==> config.mk <==
export PLATFORM = sky130hd
export DESIGN_NAME = i2c_master_bit_engine_top
export DESIGN_NICKNAME = d
export VERILOG_FILES = /design/src/rtl/i2cmbe_pkg.sv /design/src/rtl/i2cmbe_seq.sv /design/src/rtl/i2c_master_bit_engine_top.sv
export SDC_FILE = /design/constraint.sdc
export NUM_CORES = 1
export LEC_CHECK = 0
export ABC_AREA = 1
export BUFFER_PORTS_ARGS = -buffer_cell sky130_fd_sc_hd__buf_2
export CORE_MARGIN = 2
export CORE_UTILIZATION = 40
export DETAILED_ROUTE_END_ITERATION = 16
export GPL_TIMING_DRIVEN = 0
export PLACE_DENSITY_LB_ADDON = 0.08
export SYNTH_ARGS = -nofsm -noshare
export SYNTH_HDL_FRONTEND = slang
export SYNTH_SLANG_ARGS = --single-unit
==> constraint.sdc <==
create_clock -name clk -period 7.1 [get_ports clk]
set_clock_uncertainty 0.15 [all_clocks]
set_input_delay 0.71 -clock clk [delete_from_list [all_inputs] [get_ports clk]]
set_output_delay 0.71 -clock clk [all_outputs]
set_load 0.005 [all_outputs]
==> src/rtl/i2cmbe_pkg.sv <==
`default_nettype none
package i2cmbe_pkg;

  localparam logic [2:0] CMD_START   = 3'd0;
  localparam logic [2:0] CMD_STOP    = 3'd1;
  localparam logic [2:0] CMD_WRITE   = 3'd2;
  localparam logic [2:0] CMD_READ    = 3'd3;
  localparam logic [2:0] CMD_WAITACK = 3'd4;
  localparam logic [2:0] CMD_SENDACK = 3'd5;
  localparam logic [2:0] CMD_IDLE    = 3'd7;

  localparam logic [7:0] PHASE_TICKS_RST = 8'd6;
  localparam int unsigned BYTE_BITS = 8;

  typedef struct packed {
    logic       cmd_valid;
    logic [2:0] req_type;
    logic [7:0] tx_byte;
    logic       ack_value;
    logic       sda_in;
  } in_word_t;

  typedef struct packed {
    logic       scl_out;
    logic       sda_out;
    logic       busy_res;
    logic       done_res;
    logic [7:0] rx_byte;
    logic       ack_seen;
  } out_word_t;

  typedef struct packed {
    logic scl;
    logic sda;
  } lines_t;

  function automatic lines_t enter_phase(input logic [2:0] cmd, input logic [2:0] ph,
                                         input logic [7:0] sr, input lines_t cur);
    lines_t l;
    l = cur;
    unique case (cmd)
      CMD_START: begin
        l.scl = 1'b1;
        l.sda = (ph == 3'd0);
      end
      CMD_STOP: begin
        l.scl = 1'b1;
        l.sda = (ph != 3'd0);
      end
      CMD_WRITE: begin
        if (ph == 3'd0) begin
          l.scl = 1'b0;
        end else if (ph == 3'd1) begin
          l.scl = 1'b0;
          l.sda = sr[7];
        end else begin
          l.scl = 1'b1;
        end
      end
      CMD_READ, CMD_WAITACK: begin
        if (ph == 3'd0) begin
          l.scl = 1'b1;
          l.sda = 1'b1;
        end else begin
          l.scl = 1'b0;
        end
      end
      CMD_SENDACK: begin
        if (ph == 3'd0) begin
          l.scl = 1'b0;
          l.sda = sr[0];
        end else if (ph == 3'd1) begin
          l.scl = 1'b1;
        end else begin
          l.scl = 1'b0;
          l.sda = 1'b1;
        end
      end
      default: begin
        l = cur;
      end
    endcase
    return l;
  endfunction

endpackage
`default_nettype wire

==> src/rtl/i2cmbe_seq.sv <==
`default_nettype none
module i2cmbe_seq (
  input  wire                    clk,
  input  wire                    rst_n,
  input  wire                    step_en,
  input  i2cmbe_pkg::in_word_t   in_word,
  input  wire [7:0]              phase_ticks,
  output i2cmbe_pkg::out_word_t  out_word
);
  import i2cmbe_pkg::*;

  logic [2:0] cmd_r, cmd_nxt;
  logic [2:0] ph_r, ph_nxt;
  logic [3:0] bc_r, bc_nxt;
  logic [7:0] hc_r, hc_nxt;
  logic [7:0] sr_r, sr_nxt;
  lines_t     lines_r, lines_nxt;
  logic       ack_r, ack_nxt;
  logic [7:0] rx_r, rx_nxt;
  logic [7:0] ticks;
  logic       done;
  lines_t     drive;

  assign ticks = (phase_ticks == 8'd0) ? 8'd1 : phase_ticks;

  always_comb begin
    cmd_nxt   = cmd_r;
    ph_nxt    = ph_r;
    bc_nxt    = bc_r;
    hc_nxt    = hc_r;
    sr_nxt    = sr_r;
    lines_nxt = lines_r;
    ack_nxt   = ack_r;
    rx_nxt    = rx_r;
    done      = 1'b0;

    if (cmd_r == CMD_IDLE && in_word.cmd_valid && in_word.req_type <= CMD_SENDACK) begin
      cmd_nxt = in_word.req_type;
      ph_nxt  = 3'd0;
      bc_nxt  = 4'd0;
      hc_nxt  = 8'd0;
      if (in_word.req_type == CMD_WRITE) begin
        sr_nxt = in_word.tx_byte;
      end else if (in_word.req_type == CMD_SENDACK) begin
        sr_nxt = {7'd0, in_word.ack_value};
      end else if (in_word.req_type == CMD_READ) begin
        sr_nxt = 8'd0;
      end
      lines_nxt = enter_phase(cmd_nxt, ph_nxt, sr_nxt, lines_nxt);
    end

    drive = lines_nxt;

    if (cmd_nxt != CMD_IDLE) begin
      hc_nxt = hc_nxt + 8'd1;
      if (hc_nxt >= ticks) begin
        hc_nxt = 8'd0;
        unique case (cmd_nxt)
          CMD_START, CMD_STOP: begin
            if (ph_nxt == 3'd0) begin
              ph_nxt = 3'd1;
            end else begin
              if (cmd_nxt == CMD_START) begin
                lines_nxt.scl = 1'b0;
              end
              done = 1'b1;
            end
          end
          CMD_WRITE: begin
            if (ph_nxt < 3'd2) begin
              ph_nxt = ph_nxt + 3'd1;
            end else begin
              sr_nxt = {sr_nxt[6:0], 1'b0};
              bc_nxt = bc_nxt + 4'd1;
              if (bc_nxt >= 4'(BYTE_BITS)) begin
                lines_nxt.scl = 1'b0;
                done = 1'b1;
              end else begin
                ph_nxt = 3'd0;
              end
            end
          end
          CMD_READ: begin
            if (ph_nxt == 3'd0) begin
              sr_nxt = {sr_nxt[6:0], in_word.sda_in};
              ph_nxt = 3'd1;
            end else begin
              bc_nxt = bc_nxt + 4'd1;
              if (bc_nxt >= 4'(BYTE_BITS)) begin
                rx_nxt = sr_nxt;
                done = 1'b1;
              end else begin
                ph_nxt = 3'd0;
              end
            end
          end
          CMD_WAITACK: begin
            if (ph_nxt == 3'd0) begin
              ack_nxt = in_word.sda_in;
              ph_nxt = 3'd1;
            end else begin
              done = 1'b1;
            end
          end
          CMD_SENDACK: begin
            if (ph_nxt < 3'd2) begin
              ph_nxt = ph_nxt + 3'd1;
            end else begin
              done = 1'b1;
            end
          end
          default: begin
            cmd_nxt = CMD_IDLE;
          end
        endcase
        if (done) begin
          cmd_nxt = CMD_IDLE;
          ph_nxt  = 3'd0;
          bc_nxt  = 4'd0;
        end else if (cmd_nxt != CMD_IDLE) begin
          lines_nxt = enter_phase(cmd_nxt, ph_nxt, sr_nxt, lines_nxt);
        end else begin
          ph_nxt = 3'd0;
          bc_nxt = 4'd0;
        end
      end
    end

    out_word.scl_out  = drive.scl;
    out_word.sda_out  = drive.sda;
    out_word.busy_res = (cmd_nxt != CMD_IDLE);
    out_word.done_res = done;
    out_word.rx_byte  = rx_nxt;
    out_word.ack_seen = ack_nxt;
  end

  always_ff @(posedge clk) begin
    if (!rst_n) begin
      cmd_r     <= CMD_IDLE;
      ph_r      <= 3'd0;
      bc_r      <= 4'd0;
      hc_r      <= 8'd0;
      sr_r      <= 8'd0;
      lines_r   <= '{scl: 1'b1, sda: 1'b1};
      ack_r     <= 1'b1;
      rx_r      <= 8'd0;
    end else if (step_en) begin
      cmd_r     <= cmd_nxt;
      ph_r      <= ph_nxt;
      bc_r      <= bc_nxt;
      hc_r      <= hc_nxt;
      sr_r      <= sr_nxt;
      lines_r   <= lines_nxt;
      ack_r     <= ack_nxt;
      rx_r      <= rx_nxt;
    end
  end

endmodule
`default_nettype wire

==> src/rtl/i2c_master_bit_engine_top.sv <==
// I2C master pin sequencer driven by ticks.
// Input channel (in_valid / in_stall / in_word): one word per tick, carrying
// an optional command (start, stop, write byte, read byte, wait ack, send ack)
// and the sampled SDA level. Commands offered while busy are dropped.
// Result channel (out_valid / out_stall / out_word): exactly one word per
// input word, in order, with the SCL and SDA drive, busy, done pulse, last
// received byte and last acknowledge level.
// Configuration (cfg_valid / cfg_ready / cfg_data): phase hold length in
// ticks, zero acts as one; reset value 6. Write only while idle.
// An accepted word passes through the input register, then the sequencer step
// lands in the result register.
// Throughput is one word per cycle while out_stall is low; the sequencer state
// update is combinational, so the next word is taken in the following cycle.
// When out_stall is high the result register holds, the input register fills
// and in_stall then rises until the result is taken.
// Synchronous reset releases both lines, clears the sequencer to idle and
// empties both registers.
`default_nettype none
module i2c_master_bit_engine_top (
  input  wire                    clk,
  input  wire                    rst_n,
  input  wire                    in_valid,
  output logic                   in_stall,
  input  i2cmbe_pkg::in_word_t   in_word,
  output logic                   out_valid,
  input  wire                    out_stall,
  output i2cmbe_pkg::out_word_t  out_word,
  input  wire                    cfg_valid,
  output logic                   cfg_ready,
  input  wire [7:0]              cfg_data
);
  import i2cmbe_pkg::*;

  in_word_t  in_r;
  logic      in_vld_r, in_vld_nxt;
  out_word_t out_r;
  logic      out_vld_r, out_vld_nxt;
  out_word_t res;
  logic [7:0] ticks_r;
  logic      adv;
  logic      in_take;

  assign adv       = in_vld_r && (!out_vld_r || !out_stall);
  assign in_stall  = in_vld_r && !adv;
  assign in_take   = in_valid && !in_stall;
  assign cfg_ready = 1'b1;

  assign in_vld_nxt  = in_take ? 1'b1 : (adv ? 1'b0 : in_vld_r);
  assign out_vld_nxt = adv ? 1'b1 : (out_stall ? out_vld_r : 1'b0);

  i2cmbe_seq u_seq (
    .clk         (clk),
    .rst_n       (rst_n),
    .step_en     (adv),
    .in_word     (in_r),
    .phase_ticks (ticks_r),
    .out_word    (res)
  );

  always_ff @(posedge clk) begin
    if (!rst_n) begin
      in_vld_r  <= 1'b0;
      out_vld_r <= 1'b0;
      ticks_r   <= PHASE_TICKS_RST;
    end else begin
      in_vld_r  <= in_vld_nxt;
      out_vld_r <= out_vld_nxt;
      if (cfg_valid && cfg_ready) begin
        ticks_r <= cfg_data;
      end
    end
  end

  always_ff @(posedge clk) begin
    if (in_take) begin
      in_r <= in_word;
    end
    if (adv) begin
      out_r <= res;
    end
  end

  assign out_valid = out_vld_r;
  assign out_word  = out_r;

endmodule
`default_nettype wire
; Word-level counts from Yosys, hierarchy flattened
; Index checks and enable logic that the tools add are counted.
[classes]
addsub = 3
mul = 0
n_div = 0
magnitude_cmp = 4
n_eq_ne = 21
n_shift = 0
muxes = 84
bitwise_logic = 0
reduce_logical = 26
[ops]
columns = operator, count
row1 = 2-to-1 mux 8 bit, 17
row2 = 2-to-1 mux 3 bit, 19
row3 = 2-to-1 mux 4 bit, 7
row4 = 2-to-1 mux 1 bit, 27
row5 = "equality test 3 bit, second input constant", 7
row6 = "equality test 3 x 2 -> 1 bit, second input constant", 6
row7 = one-hot mux 8 bit (2 select lines), 1
row8 = logical NOT 3 bit, 5
row9 = "equality test 3 x 1 -> 1 bit, second input constant", 4
row10 = 2-to-1 mux 2 bit, 6
row11 = one-hot mux 3 bit (4 select lines), 1
row12 = one-hot mux 2 bit (5 select lines), 1
row13 = "!= test 3 bit, second input constant", 3
row14 = "adder 8 x 1 -> 8 bit, second input constant", 1
row15 = >= comparator 8 bit, 1
row16 = logical NOT 8 bit, 1
row17 = one-hot mux 4 bit (2 select lines), 1
row18 = OR reduction 2 bit, 3
row19 = OR reduction 3 bit, 2
row20 = OR reduction 6 bit, 1
row21 = logical AND 1 bit, 5
row22 = "adder 4 x 1 -> 4 bit, second input constant", 1
row23 = ">= comparator 4 bit, second input constant", 1
row24 = logical NOT 1 bit, 4
row25 = other kinds (12), 13
[totals]
ff_bits = 74
latch_bits = 0
mem_bits_rw = 0
mem_bits_ro = 0
in_bits = 27
out_inout_bits = 16
word_cells = 161
mem_count = 0

; Depth between registers and ports, before layout
; Gate-level depths: netlist (run 1).
[logic_depth]
depth_word = 19
depth_mapped = 24
mapped_depth_nobuf = 23

; Modules after synthesis
; From an unflattened synthesis (run 1), not the netlist that was laid out.
[hier_totals]
cells_unflattened = 575
area_unflattened_um2 = 4314.1
[by_module_without_submodules]
columns = mod, instances, cells_per_inst, area_each_um2, seq_area_each_um2
row1 = i2cmbe_seq, 1, 500, 3141.8, 740.7
row2 = i2c_master_bit_engine_top, 1, 75, 1172.4, 1011.0

; Worst setup path after synthesis (run 1)
; Ideal clock, no wire load.
[synth_timing]
path_kind = register to register
startpoint = reg in_r[13] in the netlist's numbering
endpoint = reg out_r, in the netlist out_word[2] (data pin)
setup_time_ns = 0.256
t_arrival_ns = 3.071
required_time_ns = 6.694
setup_slack_ns = 3.623
path_stages_with_launch = 22
n_path_buf = 3
synth_period_minus_slack_ns = 3.477
cell_sequence = edfxtp_1 nand2_1 nor2_8 nand2_4 buf_6 buf_6 nand2_1 nor3_1 nand2_1 nor3_1 nand2_1 xnor2_1 inv_1 ha_1 nand2_1 nor2_1 nand4_1 nand3_1 nand2_2 nor2_8 buf_4 o21ai_2
[synth_lines]
columns = item, line
row1 = from (decl), i2c_master_bit_engine_top.sv:34  ; in_word_t in_r;
row2 = from (signal assigned), i2c_master_bit_engine_top.sv:76  ; in_r <= in_word;
row3 = to (signal assigned), i2c_master_bit_engine_top.sv:79  ; out_r <= res;
row4 = to (decl), i2c_master_bit_engine_top.sv:36  ; out_word_t out_r;

; Worst setup path after layout (run 1)
[layout_timing]
startpoint = reg in_r[13] in the netlist's numbering
endpoint = reg u_seq.cmd_r[2]
[layout_via]
elab_chain_len = 13
elab_cells_between_ends = 35
cone_classes = add/sub (2) / order compare (3) / eq/ne (6) / mux (18) / reduce/logical (6)
[layout_lines]
columns = item, line
row1 = logical AND 1 bit (*) (2 in a row), i2cmbe_seq.sv:37  ; if (cmd_r == CMD_IDLE && in_word.cmd_valid && in_word.req_type <= CMD_SENDACK) begin
row2 = 2-to-1 mux 4 bit, i2cmbe_seq.sv:37
row3 = adder 4 x 1 -> 4 bit, "i2cmbe_seq.sv:74, i2cmbe_seq.sv:88"
row4 = >= comparator 4 bit, "i2cmbe_seq.sv:75, i2cmbe_seq.sv:89"
row5 = 2-to-1 mux 1 bit, "i2cmbe_seq.sv:75, i2cmbe_seq.sv:89"
row6 = "2-to-1 mux 1 bit, on equally long branches", "i2cmbe_seq.sv:84, i2cmbe_seq.sv:70"
row7 = one-hot mux 1 bit (4 select lines), i2cmbe_seq.sv:58  ; unique case (cmd_nxt)
row8 = 2-to-1 mux 1 bit, i2cmbe_seq.sv:56  ; if (hc_nxt >= ticks) begin
row9 = 2-to-1 mux 1 bit, i2cmbe_seq.sv:54  ; if (cmd_nxt != CMD_IDLE) begin
row10 = 2-to-1 mux 3 bit, i2cmbe_seq.sv:116  ; if (done) begin
row11 = 2-to-1 mux 3 bit, i2cmbe_seq.sv:56
row12 = 2-to-1 mux 3 bit (*), i2cmbe_seq.sv:54
row13 = to (signal assigned), i2cmbe_seq.sv:148  ; cmd_r <= cmd_nxt;
row14 = to (decl), i2cmbe_seq.sv:12  ; logic [2:0] cmd_r, cmd_nxt;
; Every way passes the cells marked *; elsewhere a longest branch is shown, timed or not. The select of a mux whose other input is x is not followed.
; A chain may end at the register's enable or synchronous reset.

==> reports/metrics.cfg, run 1 <==
[setup_path]
max_stage_delay_ns=0.37
cp_cell_sequence=nand2_1 -> nor2_8 -> nand2_4 -> buf_6 -> buf_6 -> nand2_1 -> nor3_1 -> nand2_1 -> nor3_1 -> nand2_1 -> xnor2_1 -> inv_1 -> ha_1 -> nand2_1 -> nor2_1 -> nand4_1 -> nand3_1 -> nand2_2 -> buf_2 -> nor2_1 -> o21ai_0 -> nand2_1
path_common_cell=nand2_1
cp.arrival_ns=4.39
cp_max_fo=10
startpoint_type=register
crit_path_end_kind=register
critPathSlowestCell=edfxtp_1
critPathRequiredTime_ns=7.23
worst-path-buf-inv=4
critical-path-top-delay-family=simple AND/OR/NAND/NOR gates
critPathKind=register to register

[final_layout]
syn_to_final_growth_pct=12.95
utilization_pct=46.01
diodes=0
multi_input_area_um2=2118
seqCellArea_um2=1752
fillers=1138
stdcell_count=771
drive_gt1_share_pct=18.23
nets=665

[global_routing]
grt_antenna_before_repair=0
grt_pass1_wl_um=17580
grt_use_total_pct=19.46
grt.overflow.total=0
grt_pass1_vias=3486
grt_start_max_net_pins=23

[floorplan]
die_w_um=108.6
dieArea_um2=11790
rows=38
fp.dieH_um=108.6
core-area_um2=10750
pin_count=43
start_util_pct=40.73

[power_and_ir_drop]
power_density_nw_per_um2=216.3
leakage_nw=2.341
power_w=0.001069
ir_drop_uv=122.9

[clock_network]
cts_resized=0
clock_latency_ns=0.36
clockBufferDepth=2
hold_buffers=0
htreeDepth=3
tritoncts=done
cts_sinks=74
numCtsBuffers=9
root_buffer=clkbuf_8
clkTransAtPathRegs_ns=0.08
postCtsSetupBuffers=0

[synthesis]
synthDistinctLibCells=40
synthCells=575
synth-edff-count=27
async_flop_share_pct=0
syn_area_per_cell_um2=7.612
synth.yosys.seq_area_share_pct=40.02
synthAdderAreaFrac_pct=3.431
synthSimpleGateAreaFrac_pct=24.04
synth_common_cells=nand2_1 (100), inv_1 (97), a21oi_1 (55)
synth_area_leader_cell=dfxtp_1
synth-compound-area-share_pct=19.84
synthMuxAreaShare_pct=0
synth_seq_cells=74
synth_top_family_by_area=simple AND/OR/NAND/NOR gates
yosysMostFrequentCell=nand2_1
synth_xor_area_share_pct=1.001
syn_nets=614
synth_ff_type=dfxtp_1
synth_area_leaders=dfxtp_1 (21%), edfxtp_1 (19%), nand2_1 (8.6%)
ys.warnings.count=0
syn_area_um2=4377
synth.top_cell.area_share_pct=21.50

[drt]
wl_um=10820
viasPerCell=5.048
antenna_left=0
wl_per_cell_um=14.04
via_count=3892
drt-pass1-iter-count=5
drt_iter0_markers=216
drc_errors=0

[run_status]
status=complete, no violations

[timing]
period_needed_ns=4.258
tns_ns=0
period_share_pct=59.97
hold_viol_final=0
rsz0062_at_grt=false
finalSetupViolations=0
max_freq_mhz=234.9
relSlewSlack_pct=10.82
final_max_slew_viol_count=0
tightest_slew_ns=1.338
holdWs_ns=0.3196

[placed_design]
routabilityCongestion=0.9255
port_buffers=40
hpwlAfterDp_um=8185
post-place-cells=755

[min_path]
min_path_type=register to register

[job]
cap_viol_max_count=0

-- final cells by class --
type	count	share of cell area, %
Buffer	20	2.227
Sequential cell	74	35.43
Tap cell	140	3.543
Inverter	105	8.023
Clock buffer	13	3.442
Clock inverter	3	0.4303
Timing Repair Buffer	40	4.050
Multi-Input combinational cell	376	42.85
-- final timing paths --
check,startpoint,endpoint,slack (ns),cells past startpoint
setup / recovery,in_r[13]$_DFFE_PP_,u_seq.cmd_r[2]$_SDFFE_PN1P_,2.84,22
hold / removal,u_seq.sr_r[7]$_SDFFE_PN0P_,u_seq.sr_r[7]$_SDFFE_PN0P_,0.32,2
setup reg to reg,in_r[13]$_DFFE_PP_,u_seq.cmd_r[2]$_SDFFE_PN1P_,2.84,22
hold reg to reg,u_seq.sr_r[7]$_SDFFE_PN0P_,u_seq.sr_r[7]$_SDFFE_PN0P_,0.32,2
-- layer usage --
layer / track usage, % / wire, um / vias to the layer above
met5: 0 / 0 / -
met4: 7.051 / 161 / 0
met3: 3.436 / 506 / 13
li1: - / - / 2003
met1: 26.37 / 5049 / 1785
met2: 31.07 / 5106 / 91
-- where the power goes --
group,leakage (nW),switching (W),total [W],internal [W]
clock,0.0952,0.000164,0.000323,0.000159
sequential,0.646,0.0000125,0.000481,0.000469
combinational,1.60,0.000181,0.000265,0.0000836
-- logic make-up after synthesis --
logic type | after synthesis
AND/OR/NAND/NOR | 207
adder cells (fa/ha/maj) | 12
XOR/XNOR | 5
other | 1
AO/OA/AOI/OAI | 151
buffers and inverters | 125
flip-flops | 74
-- flip-flops by register name, summed over array words and instances, names as in the netlist --
register / count
u_seq.sr_r: 8
u_seq.lines_r: 2
u_seq.cmd_r: 3
ticks_r: 8
u_seq.rx_r: 8
u_seq.ack_r: 1
out_word: 13
out_valid: 1
in_r: 14
in_vld_r: 1
u_seq.bc_r: 4
u_seq.hc_r: 8
u_seq.ph_r: 3
-- worst register-to-register path, cell delays in order, from the launching register on --
cell and delay [ns]:
edfxtp_1 0.37, nand2_1 0.17, nor2_8 0.06, nand2_4 0.09, buf_6 0.17, buf_6 0.17
nand2_1 0.11, nor3_1 0.34, nand2_1 0.09, nor3_1 0.21, nand2_1 0.10, xnor2_1 0.14
inv_1 0.08, ha_1 0.30, nand2_1 0.07, nor2_1 0.14, nand4_1 0.09, nand3_1 0.27
nand2_2 0.22, buf_2 0.23, nor2_1 0.33, o21ai_0 0.17, nand2_1 0.12
-- metrics by stage --
step / setup WS (ns) / cell area, um2
4_1_cts: 2.791 / 4943
3_5_place_dp: 2.835 / 4752
5_1_grt: 2.305 / 4943
6_report: 2.842 / 4943
3_3_place_gp: 2.795 / 4752
2_1_floorplan: 3.623 / 4377
-- cells in the final DEF, fill, tap and decap left out, types with 10 or more instances in the layout --
| cell type | n |
|---|---|
| nand2_2 | 15 |
| nor2_1 | 28 |
| dfxtp_1 | 47 |
| a21oi_1 | 55 |
| ha_1 | 12 |
| clkbuf_1 | 13 |
| nand3_1 | 29 |
| inv_1 | 97 |
| clkbuf_8 | 10 |
| o21ai_1 | 14 |
| buf_2 | 41 |
| nand2_1 | 100 |
| edfxtp_1 | 27 |
| o21ai_0 | 40 |
| o21ai_2 | 10 |
Power figures use the tool's default switching activity.
==> inputs of run 2 (changes only) <==
clock period = 4.2 ns   (was 7.1 ns; I/O delays follow)
==> run 2 against run 1 <==
  * Worst setup slack worse by 2.5 ns
  * Via count up 0.44%
  * Sequential power up 69%
  * Design area up 1.9%
  * Register-to-register slack worse by 2.5 ns
  * Cell count up 0.65%
  * Sequential cell count unchanged
  * Critical path depth down 1
  * Total power up 70%
  * Wire length up 0.90%
  * Core utilization up 0.87 points
==> reports/metrics.cfg, run 2 (same netlist as run 1, synthesis figures left out) <==
[final_layout]
largest_reg_flops=14
layout_commonest_cell=nand2_1
diodes=0
largest_register=in_r
stdcell_count=776
syn_to_final_growth_pct=15.09
drive_gt1_share_pct=20.13
utilization_pct=46.88
final_cell_mix=nand2_1 (100), inv_1 (97), a21oi_1 (55), dfxtp_1 (47), buf_2 (41)
fillers=1138
nets=670

[drt]
via_count=3909
wl_per_cell_um=14.07
antenna_left=0
drc_errors=0
wl_um=10920
viasPerCell=5.037
drt-pass1-iter-count=5
drt_iter0_markers=185

[clock_network]
cts_sinks=74
root_buffer=clkbuf_8
numCtsBuffers=9
clock_latency_ns=0.36
clkTransAtPathRegs_ns=0.08
tritoncts=done
htreeDepth=3
clockBufferDepth=2
hold_buffers=0

[setup_path]
crit_path_end_kind=register
cp.arrival_ns=3.92
critPathRequiredTime_ns=4.29
startpoint_type=register
cp_max_fo=10
critPathKind=register to register

[global_routing]
grt.overflow.total=0
grt_start_max_net_pins=23
grt_antenna_before_repair=0
grt_use_total_pct=19.47
grt_pass1_wl_um=17600
grt_pass1_vias=3489

[run_status]
status=complete, no violations

[timing]
period_needed_ns=3.833
tns_ns=0
final_max_slew_viol_count=0
finalSetupViolations=0
rsz0062_at_grt=false
finalWorstSetupSlack_ns=0.3666
tightest_slew_ns=1.347
period_share_pct=91.27
max_freq_mhz=260.9
relSlewSlack_pct=10.22
hold_viol_final=0

[job]
cap_viol_max_count=0

[placed_design]
hpwlAfterDp_um=8185
place_ws_ns=-0.06535
routabilityCongestion=0.9255
port_buffers=40
post-place-cells=755

[floorplan]
start_util_pct=40.73
fp.dieH_um=108.6
rows=38
core-area_um2=10750
dieArea_um2=11790
pin_count=43
die_w_um=108.6

[min_path]
min_path_type=primary input to register

[power_and_ir_drop]
leakage_nw=2.387
ir_drop_uv=207.3
power_density_nw_per_um2=361.1

run 2: layer usage:
metal  track usage, %  up-vias  wire (um)
met2            31.12       89       5190
li1                 -     2013          -
met5                0        -          0
met3            3.436       15        435
met4            7.051        0        189
met1            26.37     1792       5104
run 2: worst max-delay path: stages, from the launching register on:
cell,delay (ns)
edfxtp_1,0.37
nand2_1,0.17
nor2_8,0.06
nand2_4,0.09
buf_6,0.17
buf_6,0.16
nand2_1,0.13
nor3_4,0.19
nand2_1,0.10
nor3_2,0.15
nand2_1,0.09
xnor2_1,0.13
inv_1,0.08
ha_1,0.31
a21oi_1,0.16
o21a_1,0.20
nand3_4,0.14
nand2_2,0.22
buf_2,0.27
nor2_4,0.09
o21ai_0,0.20
nand2_1,0.07
run 2: area by class of cell:
type / count / area, um2 / area share (%)
Timing Repair Buffer: 45 / 237.7 / 4.719
Sequential cell: 74 / 1752 / 34.77
Inverter: 105 / 399.1 / 7.924
Buffer: 20 / 110.1 / 2.186
Clock buffer: 13 / 170.2 / 3.378
Tap cell: 140 / 175.2 / 3.477
Clock inverter: 3 / 21.27 / 0.4223
Multi-Input combinational cell: 376 / 2172 / 43.12
run 2: repair_timing:
item	4_1_cts	5_1_grt
cloned	0	0
pin swaps	0	2
endpoints found under the setup margin	5	46
buffers inserted	0	5
resized for setup	1	13
run 2: stage by stage:
stage	power, W	cell area (um2)	hold slack (ns)
floorplan	0.001156	4377	0.2904
global placement	0.001270	4752	0.3038
detailed placement	0.001277	4752	0.3116
CTS	0.001824	4949	0.06692
global route	0.001926	5037	0.06639
finish	0.001819	5037	0.08617
run 2: where the power goes:
| part | switching, W | internal, W | total (W) |
|---|---|---|---|
| sequential | 0.0000210 | 0.000793 | 0.000814 |
| clock | 0.000280 | 0.000269 | 0.000548 |
| combinational | 0.000312 | 0.000144 | 0.000457 |
| total | 0.000613 | 0.00121 | 0.00182 |
run 2: worst paths after layout:
kind	to	cells after the start	slack, ns	start
worst max-delay path	u_seq.cmd_r[2]$_SDFFE_PN1P_	21	0.37	in_r[13]$_DFFE_PP_
worst min register to register	u_seq.sr_r[7]$_SDFFE_PN0P_	2	0.32	u_seq.sr_r[7]$_SDFFE_PN0P_
worst min-delay path	in_r[2]$_DFFE_PP_	1	0.09	in_word[2]
worst max register to register	u_seq.cmd_r[2]$_SDFFE_PN1P_	21	0.37	in_r[13]$_DFFE_PP_
==> inputs of run 3 (changes only) <==
PLACE_DENSITY = 0.69   (was default)
PLACE_DENSITY_LB_ADDON = default   (was 0.08)
==> run 3 against run 2 <==
  * Die area unchanged
  * Clock power about the same
  * Critical path depth rose by 3
  * Global-route usage decreased by 0.58 points
  * Sequential power is essentially flat
  * Sequential cell count did not move
  * Worst setup slack better by 0.0047 ns
  * Fmax grew 0.12%
  * Critical path type unchanged
  * Highest routed layer unchanged
==> reports/metrics.cfg, run 3 (same netlist as run 1, synthesis figures left out) <==
[floorplan]
core-area_um2=10750
rows=38
pin_count=43
die_w_um=108.6
start_util_pct=40.73
dieArea_um2=11790
fp.dieH_um=108.6

[drt]
drc_errors=0
drt_iter0_markers=273
wl_um=10460
drt-pass1-iter-count=5
antenna_left=0
via_count=3954
wl_per_cell_um=13.57
viasPerCell=5.128

[setup_path]
crit_path_end_kind=register
cp.arrival_ns=3.98
critPathKind=register to register
cp_cell_sequence=nand2_1 -> nor2_8 -> nand2_4 -> buf_6 -> inv_2 -> nor2_1 -> ha_1 -> nand3_1 -> nor2_1 -> nand2_1 -> xor2_1 -> inv_1 -> ha_1 -> nand2_1 -> nor2_1 -> nand4_1 -> nand3_2 -> nand2_4 -> nor2_8 -> buf_4 -> nand2_1 -> o21ai_2 -> o21ai_1 -> inv_1
cp_max_fo=10
ff2ff_setup_slack_ns=0.37
critPathRequiredTime_ns=4.35
startpoint_type=register
max_stage_delay_ns=0.36
critPathSlowestCell=edfxtp_1
path_common_cell=nand2_1

[final_layout]
nets=665
fin_area_um2=4970
utilization_pct=46.25
largest_reg_flops=14
syn_to_final_growth_pct=13.55
final_cell_mix=nand2_1 (100), inv_1 (97), a21oi_1 (55), dfxtp_1 (47)
fillers=1087
drive_gt1_share_pct=18.54
diodes=0
layout_commonest_cell=nand2_1
largest_register=in_r

[job]
cap_viol_max_count=0

[timing]
period_needed_ns=3.829
max_freq_mhz=261.2
final_max_slew_viol_count=0
period_share_pct=91.16
relSlewSlack_pct=12.90
hold_viol_final=0
finalSetupViolations=0
finalWorstSetupSlack_ns=0.3713
tightest_slew_ns=1.306
rsz0062_at_grt=false
tns_ns=0

[power_and_ir_drop]
leakage_nw=2.368
ir_drop_uv=216.7
power_density_nw_per_um2=365.1

[clock_network]
tritoncts=done
clockBufferDepth=2
htreeDepth=3
clock_latency_ns=0.36
numCtsBuffers=9
root_buffer=clkbuf_8
hold_buffers=0
clkTransAtPathRegs_ns=0.08
cts_sinks=74

[global_routing]
grt_use_total_pct=18.89
grt_start_max_net_pins=23
grt_pass1_vias=3698
grt.overflow.total=0
grt_pass1_wl_um=17410
grt_antenna_before_repair=0

[placed_design]
port_buffers=40
place_area_um2=4752
routabilityCongestion=0.9216
hpwlAfterDp_um=7683
place_ws_ns=0.05795

[run_status]
status=complete, no violations

[min_path]
min_path_type=primary input to register

[run 3: cell types whose count changed in the layout (fill, tap and decap cells not counted), sizes merged]
cell	before	now
clkbuf	24	25
clkinv	1	2
inv	106	105
buf	54	48
clkinvlp	1	0
bufinv	0	1
[run 3: path summary, 6_finish.rpt]
path / end / depth (start not counted) / from
setup / recovery: u_seq.rx_r[5]$_SDFFE_PN0P_ / 24 / in_r[13]$_DFFE_PP_
hold reg to reg: u_seq.hc_r[0]$_SDFFE_PN0P_ / 2 / u_seq.hc_r[0]$_SDFFE_PN0P_
hold / removal: in_r[0]$_DFFE_PP_ / 1 / in_word[0]
setup reg to reg: u_seq.rx_r[5]$_SDFFE_PN0P_ / 24 / in_r[13]$_DFFE_PP_
[run 3: power by group]
part / internal, W / switching (W) / leakage, nW
Clock: 0.000290 / 0.000259 / 0.0974
Sequential: 0.000793 / 0.0000207 / 0.646
Combinational: 0.000144 / 0.000309 / 1.62
Total: 0.00123 / 0.000588 / 2.37
[run 3: what timing repair did]
| item | in CTS | in global routing |
|---|---|---|
| gates resized for setup | 0 | 6 |
| buffers inserted | 0 | 0 |
| endpoints found under the setup margin | 0 | 46 |
| hold endpoints to repair | 0 | 0 |
[run 3: area by class of cell]
class	instances	area (um2)	area share [%]
Multi-Input combinational cell	376	2145	43.15
Sequential cell	74	1752	35.25
Inverter	105	396.6	7.981
Timing Repair Buffer	40	200.2	4.028
Tap cell	140	175.2	3.525
Clock buffer	13	148.9	2.996
Buffer	20	112.6	2.266
Clock inverter	3	40.04	0.8056
[run 3: routing by layer]
layer	share of wire, %	global-route usage [%]	up-vias
li1	-	-	2010
met1	45	24.57	1827
met2	48	31.03	104
met3	4.8	3.677	13
met4	2.2	7.051	0
met5	0	0	-
[run 3: worst max-delay path: cells and delay by family (launching register included)]
family,cells,cell delay (ns)
AO/OA/AOI/OAI,2,0.16
adder cells (fa/ha/maj),2,0.51
XOR/XNOR,1,0.13
buffers and inverters,5,0.60
AND/OR/NAND/NOR,14,1.85
flip-flops,1,0.36
[run 3: metrics by stage]
stage               cells  total power, W  hold slack (ns)
floorplan             575        0.001156           0.2904
global placement      755        0.001257           0.2996
detailed placement    755        0.001269           0.3094
CTS                   771        0.001820          0.06935
global route          771        0.001921          0.06567
finish                771        0.001815          0.08261
